==> config.mk <==
export PLATFORM = sky130hd
export DESIGN_NAME = tape_file_header_parser_core_flat
export DESIGN_NICKNAME = d
export VERILOG_FILES = /design/src/sv/tfhp_pkg.sv /design/src/sv/tfhp_if.sv /design/src/sv/tfhp_step.sv /design/src/sv/tape_file_header_parser_core.sv /design/src/flat_wrapper.sv
export SDC_FILE = /design/constraint.sdc
export NUM_CORES = 1
export LEC_CHECK = 0
export ABC_AREA = 1
export BUFFER_PORTS_ARGS = -buffer_cell sky130_fd_sc_hd__buf_2
export CAP_MARGIN = 10
export CORE_MARGIN = 2
export CORE_UTILIZATION = 49
export CTS_CLUSTER_SIZE = 16
export DETAILED_ROUTE_END_ITERATION = 16
export HOLD_SLACK_MARGIN = 0.12
export MAX_ROUTING_LAYER = met4
export PLACE_DENSITY_LB_ADDON = 0.05
export SETUP_SLACK_MARGIN = 0.02
export SLEW_MARGIN = 20
export SYNTH_ARGS = -nofsm -noshare
export SYNTH_HDL_FRONTEND = slang
export SYNTH_SLANG_ARGS = --single-unit
==> constraint.sdc <==
create_clock -name clk -period 6.5 [get_ports clk]
set_input_delay 1.3 -clock clk [delete_from_list [all_inputs] [get_ports clk]]
set_output_delay 1.3 -clock clk [all_outputs]
set_load 0.01 [all_outputs]
==> src/sv/tfhp_pkg.sv <==
// Types and constants for the tape file header parser.
// No dependencies; used by the parser modules and the checker.
package tfhp_pkg;

    localparam int CNT_W = 5;

    // Commands of an input item
    localparam logic [1:0] CMD_SYNC = 2'd0;
    localparam logic [1:0] CMD_DATA = 2'd1;
    localparam logic [1:0] CMD_END  = 2'd2;

    // Result kinds
    localparam logic [1:0] KIND_HEADER = 2'd0;
    localparam logic [1:0] KIND_NAME   = 2'd1;
    localparam logic [1:0] KIND_BODY   = 2'd2;
    localparam logic [1:0] KIND_ABORT  = 2'd3;

    // Tape byte values
    localparam logic [7:0] SYNC_BYTE    = 8'h16;
    localparam logic [7:0] START_BYTE   = 8'h24;
    localparam logic [7:0] NULL_BYTE    = 8'h00;
    localparam logic [7:0] TYPE_BASIC   = 8'h00;
    localparam logic [7:0] TYPE_MCODE   = 8'h80;
    localparam logic [7:0] LAUNCH_BASIC = 8'h80;
    localparam logic [7:0] LAUNCH_MCODE = 8'hC7;

    // Decoded type codes
    localparam logic [1:0] TYPE_KIND_NONE  = 2'd0;
    localparam logic [1:0] TYPE_KIND_BASIC = 2'd1;
    localparam logic [1:0] TYPE_KIND_MCODE = 2'd2;

    // Header byte positions after the start byte
    localparam logic [CNT_W-1:0] HDR_DATA_TYPE   = 5'd2;
    localparam logic [CNT_W-1:0] HDR_LAUNCH_TYPE = 5'd3;
    localparam logic [CNT_W-1:0] HDR_END_HI      = 5'd4;
    localparam logic [CNT_W-1:0] HDR_END_LO      = 5'd5;
    localparam logic [CNT_W-1:0] HDR_START_HI    = 5'd6;
    localparam logic [CNT_W-1:0] HDR_START_LO    = 5'd7;
    localparam logic [CNT_W-1:0] HDR_LAST        = 5'd8;

    typedef enum logic [6:0] {
        PH_WAIT   = 7'b000_0001,
        PH_SYNC1  = 7'b000_0010,
        PH_SYNC2  = 7'b000_0100,
        PH_SKIP   = 7'b000_1000,
        PH_HEADER = 7'b001_0000,
        PH_NAME   = 7'b010_0000,
        PH_BODY   = 7'b100_0000
    } phase_t;

    typedef struct packed {
        phase_t            phase;
        logic [CNT_W-1:0]  field_count;
        logic              speed;
        logic [15:0]       end_addr;
        logic [15:0]       start_addr;
        logic [1:0]        data_kind;
        logic [1:0]        launch_kind;
        logic [16:0]       body_remaining;
        logic [15:0]       body_index;
    } parse_state_t;

    typedef struct packed {
        logic [1:0]  kind;
        logic [7:0]  byte_value;
        logic [15:0] body_offset;
        logic        last_byte;
        logic [1:0]  data_kind;
        logic [1:0]  launch_kind;
        logic [15:0] start_address;
        logic [15:0] end_address;
        logic        speed_out;
    } result_t;

endpackage

==> src/sv/tfhp_if.sv <==
// Valid/ready channel interfaces for tape events and parser results.
// No dependencies.
interface tfhp_in_if;
    logic       valid;
    logic       ready;
    logic [1:0] command;
    logic [7:0] data_byte;
    logic       fast_speed;

    modport source (output valid, command, data_byte, fast_speed, input ready);
    modport sink   (input valid, command, data_byte, fast_speed, output ready);
endinterface

interface tfhp_out_if;
    logic        valid;
    logic        ready;
    logic [1:0]  kind;
    logic [7:0]  byte_value;
    logic [15:0] body_offset;
    logic        last_byte;
    logic [1:0]  data_kind;
    logic [1:0]  launch_kind;
    logic [15:0] start_address;
    logic [15:0] end_address;
    logic        speed_out;

    modport source (output valid, kind, byte_value, body_offset, last_byte, data_kind,
                    launch_kind, start_address, end_address, speed_out, input ready);
    modport sink   (input valid, kind, byte_value, body_offset, last_byte, data_kind,
                    launch_kind, start_address, end_address, speed_out, output ready);
endinterface

==> src/sv/tfhp_step.sv <==
// Next-state and result logic of the tape file parser for one item.
// Depends on tfhp_pkg.
module tfhp_step
    import tfhp_pkg::*;
#(
    parameter int NAME_MAX = 16
)
(
    input  parse_state_t cur,
    input  logic [1:0]   command,
    input  logic [7:0]   data_byte,
    input  logic         fast_speed,
    output parse_state_t nxt,
    output logic         emit,
    output result_t      res
);

    logic              in_file;
    logic [CNT_W:0]    name_count;
    logic [15:0]       body_len;
    logic              body_last;

    assign in_file    = (cur.phase == PH_HEADER) || (cur.phase == PH_NAME) ||
                        (cur.phase == PH_BODY);
    assign name_count = {1'b0, cur.field_count} + {{CNT_W{1'b0}}, 1'b1};
    assign body_len   = cur.end_addr - cur.start_addr + 16'd1;
    assign body_last  = (cur.body_remaining <= 17'd1);

    always_comb
    begin
        nxt  = cur;
        emit = 1'b0;
        // header fields always show the stored values
        res.kind          = KIND_ABORT;
        res.byte_value    = 8'd0;
        res.body_offset   = 16'd0;
        res.last_byte     = 1'b0;
        res.data_kind     = cur.data_kind;
        res.launch_kind   = cur.launch_kind;
        res.start_address = cur.start_addr;
        res.end_address   = cur.end_addr;
        res.speed_out     = cur.speed;

        case (command)
            CMD_SYNC:
            begin
                emit            = in_file;
                nxt.speed       = fast_speed;
                nxt.field_count = '0;
                nxt.phase       = PH_SYNC1;
            end
            CMD_END:
            begin
                emit            = in_file;
                nxt.field_count = '0;
                nxt.phase       = PH_WAIT;
            end
            CMD_DATA:
            begin
                case (cur.phase)
                    PH_SYNC1:
                        nxt.phase = (data_byte == SYNC_BYTE) ? PH_SYNC2 : PH_WAIT;
                    PH_SYNC2:
                        nxt.phase = (data_byte == SYNC_BYTE) ? PH_SKIP : PH_WAIT;
                    PH_SKIP:
                    begin
                        if (data_byte == START_BYTE)
                        begin
                            nxt.field_count = '0;
                            nxt.phase       = PH_HEADER;
                        end
                        else if (data_byte != SYNC_BYTE)
                        begin
                            nxt.phase = PH_WAIT;
                        end
                    end
                    PH_HEADER:
                    begin
                        case (cur.field_count)
                            HDR_DATA_TYPE:
                                nxt.data_kind = (data_byte == TYPE_BASIC) ? TYPE_KIND_BASIC :
                                                (data_byte == TYPE_MCODE) ? TYPE_KIND_MCODE :
                                                TYPE_KIND_NONE;
                            HDR_LAUNCH_TYPE:
                                nxt.launch_kind = (data_byte == LAUNCH_BASIC) ? TYPE_KIND_BASIC :
                                                  (data_byte == LAUNCH_MCODE) ? TYPE_KIND_MCODE :
                                                  TYPE_KIND_NONE;
                            HDR_END_HI:   nxt.end_addr[15:8]   = data_byte;
                            HDR_END_LO:   nxt.end_addr[7:0]    = data_byte;
                            HDR_START_HI: nxt.start_addr[15:8] = data_byte;
                            HDR_START_LO: nxt.start_addr[7:0]  = data_byte;
                            default: ;
                        endcase
                        if (cur.field_count >= HDR_LAST)
                        begin
                            // zero length wraps to a full 64K body
                            nxt.body_remaining = (body_len == 16'd0) ? 17'h10000
                                                                      : {1'b0, body_len};
                            nxt.body_index  = 16'd0;
                            nxt.field_count = '0;
                            nxt.phase       = PH_NAME;
                            emit            = 1'b1;
                            res.kind        = KIND_HEADER;
                        end
                        else
                        begin
                            nxt.field_count = name_count[CNT_W-1:0];
                        end
                    end
                    PH_NAME:
                    begin
                        if (data_byte == NULL_BYTE)
                        begin
                            nxt.field_count = '0;
                            nxt.phase       = PH_BODY;
                        end
                        else
                        begin
                            emit            = 1'b1;
                            res.kind        = KIND_NAME;
                            res.byte_value  = data_byte;
                            nxt.field_count = name_count[CNT_W-1:0];
                            if (name_count >= (CNT_W+1)'(NAME_MAX))
                            begin
                                nxt.field_count = '0;
                                nxt.phase       = PH_BODY;
                            end
                        end
                    end
                    PH_BODY:
                    begin
                        emit               = 1'b1;
                        res.kind           = KIND_BODY;
                        res.byte_value     = data_byte;
                        res.body_offset    = cur.body_index;
                        res.last_byte      = body_last;
                        nxt.body_index     = cur.body_index + 16'd1;
                        nxt.body_remaining = cur.body_remaining - 17'd1;
                        if (body_last)
                        begin
                            nxt.phase = PH_WAIT;
                        end
                    end
                    default: ;
                endcase
            end
            default: ;
        endcase
    end

endmodule

==> src/sv/tape_file_header_parser_core.sv <==
// Tape file header parser. Takes one decoded tape event per cycle when ready
// (sync, data byte, end of tape) and gives at most one result per event:
// header complete, name character, body byte with offset and last flag, or
// abort. Each item is handled in the cycle it is accepted and its result
// appears in the result register on the next cycle, so the block sustains one
// item per clock while results are taken. The result register is the only
// buffer: while it is full the input is ready only when the result is taken.
// Depends on tfhp_pkg, tfhp_if and tfhp_step.
module tape_file_header_parser_core
    import tfhp_pkg::*;
#(
    parameter int NAME_MAX = 16
)
(
    input  logic        clk,
    input  logic        rst_n,
    tfhp_in_if.sink     tape,
    tfhp_out_if.source  result
);

    parse_state_t state_reg;
    parse_state_t state_next;
    result_t      res_reg;
    result_t      res_next;
    logic         res_valid_reg;
    logic         emit;
    logic         accept;

    assign tape.ready = !res_valid_reg || result.ready;
    assign accept     = tape.valid && tape.ready;

    tfhp_step #(
        .NAME_MAX (NAME_MAX)
    ) u_step (
        .cur        (state_reg),
        .command    (tape.command),
        .data_byte  (tape.data_byte),
        .fast_speed (tape.fast_speed),
        .nxt        (state_next),
        .emit       (emit),
        .res        (res_next)
    );

    always_ff @(posedge clk or negedge rst_n)
    begin
        if (!rst_n)
        begin
            state_reg     <= '{phase: PH_WAIT, default: '0};
            res_valid_reg <= 1'b0;
        end
        else
        begin
            if (accept)
            begin
                state_reg <= state_next;
            end
            if (accept && emit)
            begin
                res_valid_reg <= 1'b1;
            end
            else if (result.ready)
            begin
                res_valid_reg <= 1'b0;
            end
        end
    end

    // payload loads only with a new result
    always_ff @(posedge clk)
    begin
        if (accept && emit)
        begin
            res_reg <= res_next;
        end
    end

    assign result.valid         = res_valid_reg;
    assign result.kind          = res_reg.kind;
    assign result.byte_value    = res_reg.byte_value;
    assign result.body_offset   = res_reg.body_offset;
    assign result.last_byte     = res_reg.last_byte;
    assign result.data_kind     = res_reg.data_kind;
    assign result.launch_kind   = res_reg.launch_kind;
    assign result.start_address = res_reg.start_address;
    assign result.end_address   = res_reg.end_address;
    assign result.speed_out     = res_reg.speed_out;

endmodule

==> src/flat_wrapper.sv <==
// flat-port wrapper written by rule: the top's interface ports become plain ports
module tape_file_header_parser_core_flat import tfhp_pkg::*;
#(
    parameter int NAME_MAX = 16
)
  (clk, rst_n, tape_valid, tape_command, tape_data_byte, tape_fast_speed, tape_ready, result_valid, result_kind, result_byte_value, result_body_offset, result_last_byte, result_data_kind, result_launch_kind, result_start_address, result_end_address, result_speed_out, result_ready);
  tfhp_in_if tape_i ();
  tfhp_out_if result_i ();
  input  logic clk;
  input  logic rst_n;
  input wire logic [$bits(tape_i.valid)-1:0] tape_valid;
  input wire logic [$bits(tape_i.command)-1:0] tape_command;
  input wire logic [$bits(tape_i.data_byte)-1:0] tape_data_byte;
  input wire logic [$bits(tape_i.fast_speed)-1:0] tape_fast_speed;
  output wire logic [$bits(tape_i.ready)-1:0] tape_ready;
  output wire logic [$bits(result_i.valid)-1:0] result_valid;
  output wire logic [$bits(result_i.kind)-1:0] result_kind;
  output wire logic [$bits(result_i.byte_value)-1:0] result_byte_value;
  output wire logic [$bits(result_i.body_offset)-1:0] result_body_offset;
  output wire logic [$bits(result_i.last_byte)-1:0] result_last_byte;
  output wire logic [$bits(result_i.data_kind)-1:0] result_data_kind;
  output wire logic [$bits(result_i.launch_kind)-1:0] result_launch_kind;
  output wire logic [$bits(result_i.start_address)-1:0] result_start_address;
  output wire logic [$bits(result_i.end_address)-1:0] result_end_address;
  output wire logic [$bits(result_i.speed_out)-1:0] result_speed_out;
  input wire logic [$bits(result_i.ready)-1:0] result_ready;
  assign tape_i.valid = tape_valid;
  assign tape_i.command = tape_command;
  assign tape_i.data_byte = tape_data_byte;
  assign tape_i.fast_speed = tape_fast_speed;
  assign tape_ready = tape_i.ready;
  assign result_valid = result_i.valid;
  assign result_kind = result_i.kind;
  assign result_byte_value = result_i.byte_value;
  assign result_body_offset = result_i.body_offset;
  assign result_last_byte = result_i.last_byte;
  assign result_data_kind = result_i.data_kind;
  assign result_launch_kind = result_i.launch_kind;
  assign result_start_address = result_i.start_address;
  assign result_end_address = result_i.end_address;
  assign result_speed_out = result_i.speed_out;
  assign result_i.ready = result_ready;
  tape_file_header_parser_core #(.NAME_MAX(NAME_MAX)) u_core (.clk(clk), .rst_n(rst_n), .tape(tape_i), .result(result_i));
endmodule
==> metrics, run 1 <==
I/O pin count=81; Seq/Total Area, Yosys=0.508; Synth Area per Inst=8.57 um^2; Longest Clk Path Bufs=2; most frequent cells in the layout=nand2_1, inv_1, nor2_1; Max IR drop VDD=0.170 mV; Switching Share=0.250; reg2reg start=u_core.state_reg[80]; outcome=finished, final reports clean; Clk Latency, worst-skew pair=420 ps; DRT Pass-1 Iters=6; Finished Layout Cells=1,232; Syn Nets=974; layout cells sized above 1=0.139; DP Cell Count=1,200; total global-route track usage=0.229; CTS tree=done; Pins Over Slew Limit=0; number of clock sinks=147; Final Skew=9.78 ps; Die Wd=131 um; YS warnings=0; sequential share of power=0.469; final hold viol count=0; register area=4000 um^2; Setup Buffers After CTS=0; antenna fix cells=0; Placed Area=8480 um^2; net switching power=0.000528 W; time the worst path needs with I/O delays and setup=3180 ps; nets@finish=1,059; worst stage delay on the critical path=420 ps; Post-synth EDFFs=64; CTS clk-pin slew, worst paths=60 ps; achievable frequency=315 MHz; clock power share=0.441; post-CTS sizing=0; WL/cell=14.2 um; Int Power=0.00158 W; post-route ant nets=0; worst-path cell chain=buf_2 -> inv_1 -> ha_1 -> inv_1 -> nor2_1 -> nand2_4 -> clkinv_2 -> nand2_2 -> nor2_2 -> nand3_1 -> nand2_1 -> nand2_1 -> nor2_1; number of global-route vias before repair=5,991; Setup crit end kind=register; synthesis-stage register bit count=147; clock tree root driver cell=clkbuf_16; slew margin rel.=0.410; Via-to-Cell Ratio=5.07; type of origin of the critical path=input pin; Mapped Cells=918; GP Congestion=0.850; Netlist cell types=47; Hold-fix buffers, CTS=0; dpl hpwl=12.8 mm; most common cell after layout, fill and taps aside=nand2_1; full die area=17,100 um^2; CP required=6850 ps; TNS Setup=0 ps; hold_ws=441 ps; RSZ-0062 raised after global routing=no; synthesis-to-finish area growth=14.9%; DRC Markers=0; first-pass GRT wire length=29.4 mm; final worst-path cycle share=0.489; CTS buffer count=17; pin count of the biggest net entering global routing=65; combinational share of power=0.090; CP max-delay cell=ha_1; multi-input logic area=3300 um^2; total power=0.00211 W; fillers=1,499; H-Tree Depth=4; initial antenna violation count=0; total gr overflow=0; Critical R2R Capture=u_core.result.start_address[10]; Port Buffers=80; pwr/cell area=234 nW/um^2; reg2reg setup slack=3430 ps; final setup fails=0; hold_sp=u_core.state_reg[69]; Design Area, Final=9040 um^2; Routed WL=17.5 mm; Vias=6,241; kind of critical path=in2reg; P_leak=4.36 nW; Mapped Area=7870 um^2; flip-flop count of the largest register after layout=82; Main synth FF type=dfrtp_1; Post-synth ARST share=0.565; core area=15,800 um^2; hold-critical path depth=0; initial core utilization=0.499; Die Ht=131 um; Hold EP=u_core.result.speed_out; measured slew at the worst slew-check pin=880 ps; max_cap viols=0; FP Rows=46; Worst Hold Class=reg2reg; R2R depth=8; Crit path arrival time=3530 ps; DRT iter0 DRCs=486; crit path max fanout=26
==> per-stage QoR <==
step | util | setup slack, ps
detailed placement | 0.538 | 2890
finish | 0.573 | 3320
floorplan | - | 2740
global placement | 0.538 | 2980
CTS | 0.573 | 3330
global route | 0.573 | 3100
==> kinds of logic (layout without fill, tap and decap cells) <==
logic type | after synthesis | in the layout | synth area share
AO/OA/AOI/OAI | 112 | 112 | 0.0778
XOR/XNOR | 18 | 18 | 0.0200
adder cells (fa/ha/maj) | 41 | 41 | 0.0662
buffers and inverters | 148 | 246 | 0.0727
flip-flops | 147 | 147 | 0.508
multiplexers | 2 | 2 | 0.00270
AND/OR/NAND/NOR | 450 | 450 | 0.252
==> power by group through the flow <==
stage | combinational, W | clock (W) | sequential (W)
2_1_floorplan | 0.000139 | 0 | 0.00100
3_3_place_gp | 0.000190 | 0 | 0.00101
3_5_place_dp | 0.000191 | 0 | 0.00101
4_1_cts | 0.000192 | 0.000944 | 0.000990
5_1_grt | 0.000226 | 0.000983 | 0.000991
6_report | 0.000191 | 0.000930 | 0.000990
==> synth_stat cells, types with 2 or more instances <==
cell | n | area share
nor4_1 | 2 | 0.0016
o31ai_1 | 6 | 0.0057
nand2_1 | 204 | 0.097
nand3_1 | 68 | 0.043
edfxtp_1 | 64 | 0.24
nand4_1 | 15 | 0.012
xnor2_1 | 4 | 0.0045
nor2_1 | 112 | 0.053
a31oi_1 | 8 | 0.0064
o21ai_0 | 54 | 0.034
nor2_4 | 6 | 0.0086
ha_1 | 40 | 0.064
nor3_1 | 18 | 0.011
nand2_4 | 2 | 0.0029
nor2_2 | 6 | 0.0048
a22oi_1 | 2 | 0.0019
inv_2 | 6 | 0.0029
inv_1 | 125 | 0.060
a211oi_1 | 2 | 0.0019
nand3b_1 | 5 | 0.0048
nand2_2 | 3 | 0.0024
o21ai_1 | 5 | 0.0032
clkbuf_1 | 8 | 0.0038
a311oi_1 | 2 | 0.0022
buf_2 | 5 | 0.0032
dfrtp_1 | 82 | 0.26
and2_1 | 2 | 0.0016
xor2_1 | 14 | 0.016
a21oi_1 | 30 | 0.019
==> critical path: cells and delay by family <==
kind	cells	cell delay (ps)
buf+inv	4	710
fa+ha+maj	1	420
simple gates	8	1080
==> worst max path at each step <==
stage                     from                      endpoint  cells past startpoint
6_report       tape_command[1]          u_core.state_reg[10]                     13
3_5_place_dp   tape_command[1]          u_core.state_reg[10]                     12
3_3_place_gp   tape_command[1]          u_core.state_reg[10]                     12
5_1_grt        tape_command[1]          u_core.state_reg[10]                     13
2_1_floorplan  tape_command[1]  u_core.result.body_offset[0]                      7
4_1_cts        tape_command[1]          u_core.state_reg[10]                     12
==> per-layer routing <==
layer	vias to the layer above	part of all wire	track usage
li1	3185	-	-
met1	2915	0.50	0.322
met2	127	0.45	0.345
met3	14	0.040	0.0391
met4	0	0.015	0.0657
met5	-	0	-
==> area by class of cell <==
class,count,share of cell area
Timing Repair Buffer,82,0.0462
Clock buffer,22,0.0503
Tap cell,216,0.0299
Inverter,132,0.0550
Multi-Input combinational cell,623,0.365
Sequential cell,147,0.443
Clock inverter,10,0.0112
Power figures use the tool's default switching activity.
==> inputs of run 2 (changes only) <==
ABC_AREA = 0   (was 1)
clock period = 3.1 ns   (was 6.5 ns; I/O delays follow)
==> metrics, run 2 <==
area share of the largest cell type after synthesis=0.275 (+0.0146); Syn Nets=729 (-25%); H-Tree Depth=4 (unchanged); Int Power=0.00322 W (+100%); DRT Pass-1 Iters=5 (-1); most common cell after layout, fill and taps aside=dfrtp_1; type of origin of the critical path=register; max_cap viols=0 (unchanged); P_leak=3.77 nW (-14%); FP Rows=45 (-2.2%); nets@finish=826 (-22%); synthesis-to-finish area growth=18.6%; initial antenna violation count=0 (unchanged); top-count cell post-synth=dfrtp_1; CTS tree=done; area leader, netlist=dfrtp_1; Hold-fix buffers, CTS=0 (unchanged); WL/cell=17.9 um (+26%); worst stage delay on the critical path=540 ps (+120 ps); Mapped Area=7450 um^2 (-5.3%); Post-synth EDFFs=64 (unchanged); Setup crit end kind=register; Seq/Total Area, Yosys=0.537 (+0.0285); post-route ant nets=0 (unchanged); outcome=finished, final reports clean; Final Skew=10.1 ps (+0.284 ps); CP max-delay cell=or4_1; fin util=0.588 (+0.0149); met1 GRT Util=0.317 (-0.00518); total power=0.00423 W (+100%); pwr/cell area=478 nW/um^2 (+100%); Worst Hold Class=in2async; dpl hpwl=12.2 mm (-4.6%); RSZ-0062 raised after global routing=no; top area cells in the synthesized netlist=dfrtp_1, edfxtp_1, ha_1, mux2_2, o21ai_0; Synth Area per Inst=11.1 um^2 (+29%); net switching power=0.00101 W (+91%); Crit path arrival time=3290 ps (-240 ps); Via-to-Cell Ratio=5.74 (+13%); Switching Share=0.239 (-0.0118); Netlist cell types=68 (+45%); final worst-path cycle share=0.951; Global Route met2 Usage=0.349 (+0.00450); time the worst path needs with I/O delays and setup=2950 ps; achievable frequency=339 MHz; CTS buffer count=17 (unchanged); Finished Layout Cells=971 (-21%); GP Congestion=0.958 (+13%); Die Wd=127 um (-2.6%); core area=15,000 um^2 (-4.7%); M3 GR Usage=0.0461 (+0.00698); Routed WL=17.4 mm (-0.91%); Longest Clk Path Bufs=2 (unchanged); Top Usage Layer GRT=met2; first-pass GRT wire length=28.0 mm (-5.1%); number of global-route vias before repair=5,337 (-11%); antenna fix cells=0 (unchanged); clock tree root driver cell=clkbuf_16; sequential share of power=0.483 (+0.014); pin count of the biggest net entering global routing=45 (-31%); slew margin rel.=0.594 (+0.184); CP required=3440 ps (-3410 ps); Clk Latency, worst-skew pair=420 ps (about the same); initial core utilization=0.496 (-0.00334); Vias=5,572 (-11%); final hold viol count=0 (unchanged); combinational share of power=0.031 (-0.059); total gr overflow=0 (unchanged); DRC Markers=0 (unchanged); total global-route track usage=0.229 (about the same); TNS Setup=0 ps (unchanged); Die Ht=127 um (-2.6%); top cells by count, synth=dfrtp_1, edfxtp_1, o21ai_0; DRT iter0 DRCs=418 (-14%); CP delay by family, top=compound AO/OA/AOI/OAI gates; final setup fails=0 (unchanged); kind of critical path=reg2reg; Mapped Cells=673 (-27%); WP buf/inv=1 (-3); layout cells sized above 1=0.264 (+0.126); crit path max fanout=3 (-88%); I/O pin count=81 (unchanged); flip-flop count of the largest register after layout=82 (unchanged); CTS clk-pin slew, worst paths=60 ps (about the same); hold_ws=184 ps (-257 ps); Port Buffers=80 (unchanged); DP Cell Count=937 (-22%); worst-path cell chain=ha_1 -> inv_1 -> ha_2 -> fa_2 -> a21oi_4 -> o2111ai_4 -> a41o_1 -> a21oi_1 -> xnor2_1 -> or4_1 -> o21ai_0; number of clock sinks=147 (unchanged); most frequent cells in the layout=dfrtp_1, buf_2, edfxtp_1; Pins Over Slew Limit=0 (unchanged); fillers=1,257 (-16%); full die area=16,200 um^2 (-5.2%); Main synth FF type=dfrtp_1; measured slew at the worst slew-check pin=604 ps (-276 ps); YS warnings=0 (unchanged); synthesis-stage register bit count=147 (unchanged); Max IR drop VDD=0.367 mV (+120%); clock power share=0.486 (+0.045); Post-synth ARST share=0.565 (unchanged)
[run 2: metal layers]
layer / up-vias / share of wire
met5: - / 0
met4: 0 / 0.012
met3: 14 / 0.036
met2: 140 / 0.48
met1: 2754 / 0.47
li1: 2664 / -
[run 2: cell type report]
cell class	count	area [um^2]	share of cell area
clock buffer	17	425	0.0481
clock inverter	15	163	0.0184
inverter	38	143	0.0161
multi-input combinational	466	3290	0.373
sequential	147	4000	0.453
tap	188	235	0.0266
timing repair buffer	100	578	0.0654
[run 2: timing repair]
item | 4_1_cts | 5_1_grt
pin swaps | 1 | 7
gates resized for setup | 3 | 8
setup endpoints to repair | 1 | 1
setup buffers | 0 | 2
[run 2: worst paths after layout]
kind,endpoint,slack (ps),depth (start not counted),start
setup / recovery,u_core.state_reg[32],150,11,u_core.state_reg[38]
hold / removal,u_core.state_reg[47],180,1,rst_n
setup reg to reg,u_core.state_reg[32],150,11,u_core.state_reg[38]
hold reg to reg,u_core.result.data_kind[0],450,0,u_core.state_reg[35]
max in group asynchronous,u_core.state_reg[75],2210,2,rst_n
min in group clk,u_core.state_reg[69],420,2,tape_fast_speed
[run 2: cell families after synthesis]
family | after synthesis | share of synthesized area
and+or+nand+nor | 232 | 0.167
muxes | 45 | 0.0680
xor gates and xnor gates | 17 | 0.0200
buffers and inverters | 60 | 0.0338
adders and majority gates | 41 | 0.0699
DFF | 147 | 0.537
AOI/OAI and AO/OA | 131 | 0.104
[run 2: power by group through the flow]
stage | registers [W] | logic, W | clock network (W)
4_1_cts | 0.00204 | 0.000133 | 0.00210
3_3_place_gp | 0.00208 | 0.000130 | 0
3_5_place_dp | 0.00208 | 0.000132 | 0
6_report | 0.00204 | 0.000131 | 0.00206
2_1_floorplan | 0.00208 | 0.0000722 | 0
5_1_grt | 0.00204 | 0.000147 | 0.00219
[run 2: through the flow]
stage,setup WS (ps),cell area [um^2]
2_1_floorplan,-520,7500
3_3_place_gp,56.1,8180
3_5_place_dp,-69.6,8180
4_1_cts,30.1,8780
5_1_grt,28.8,8840
6_report,152,8840
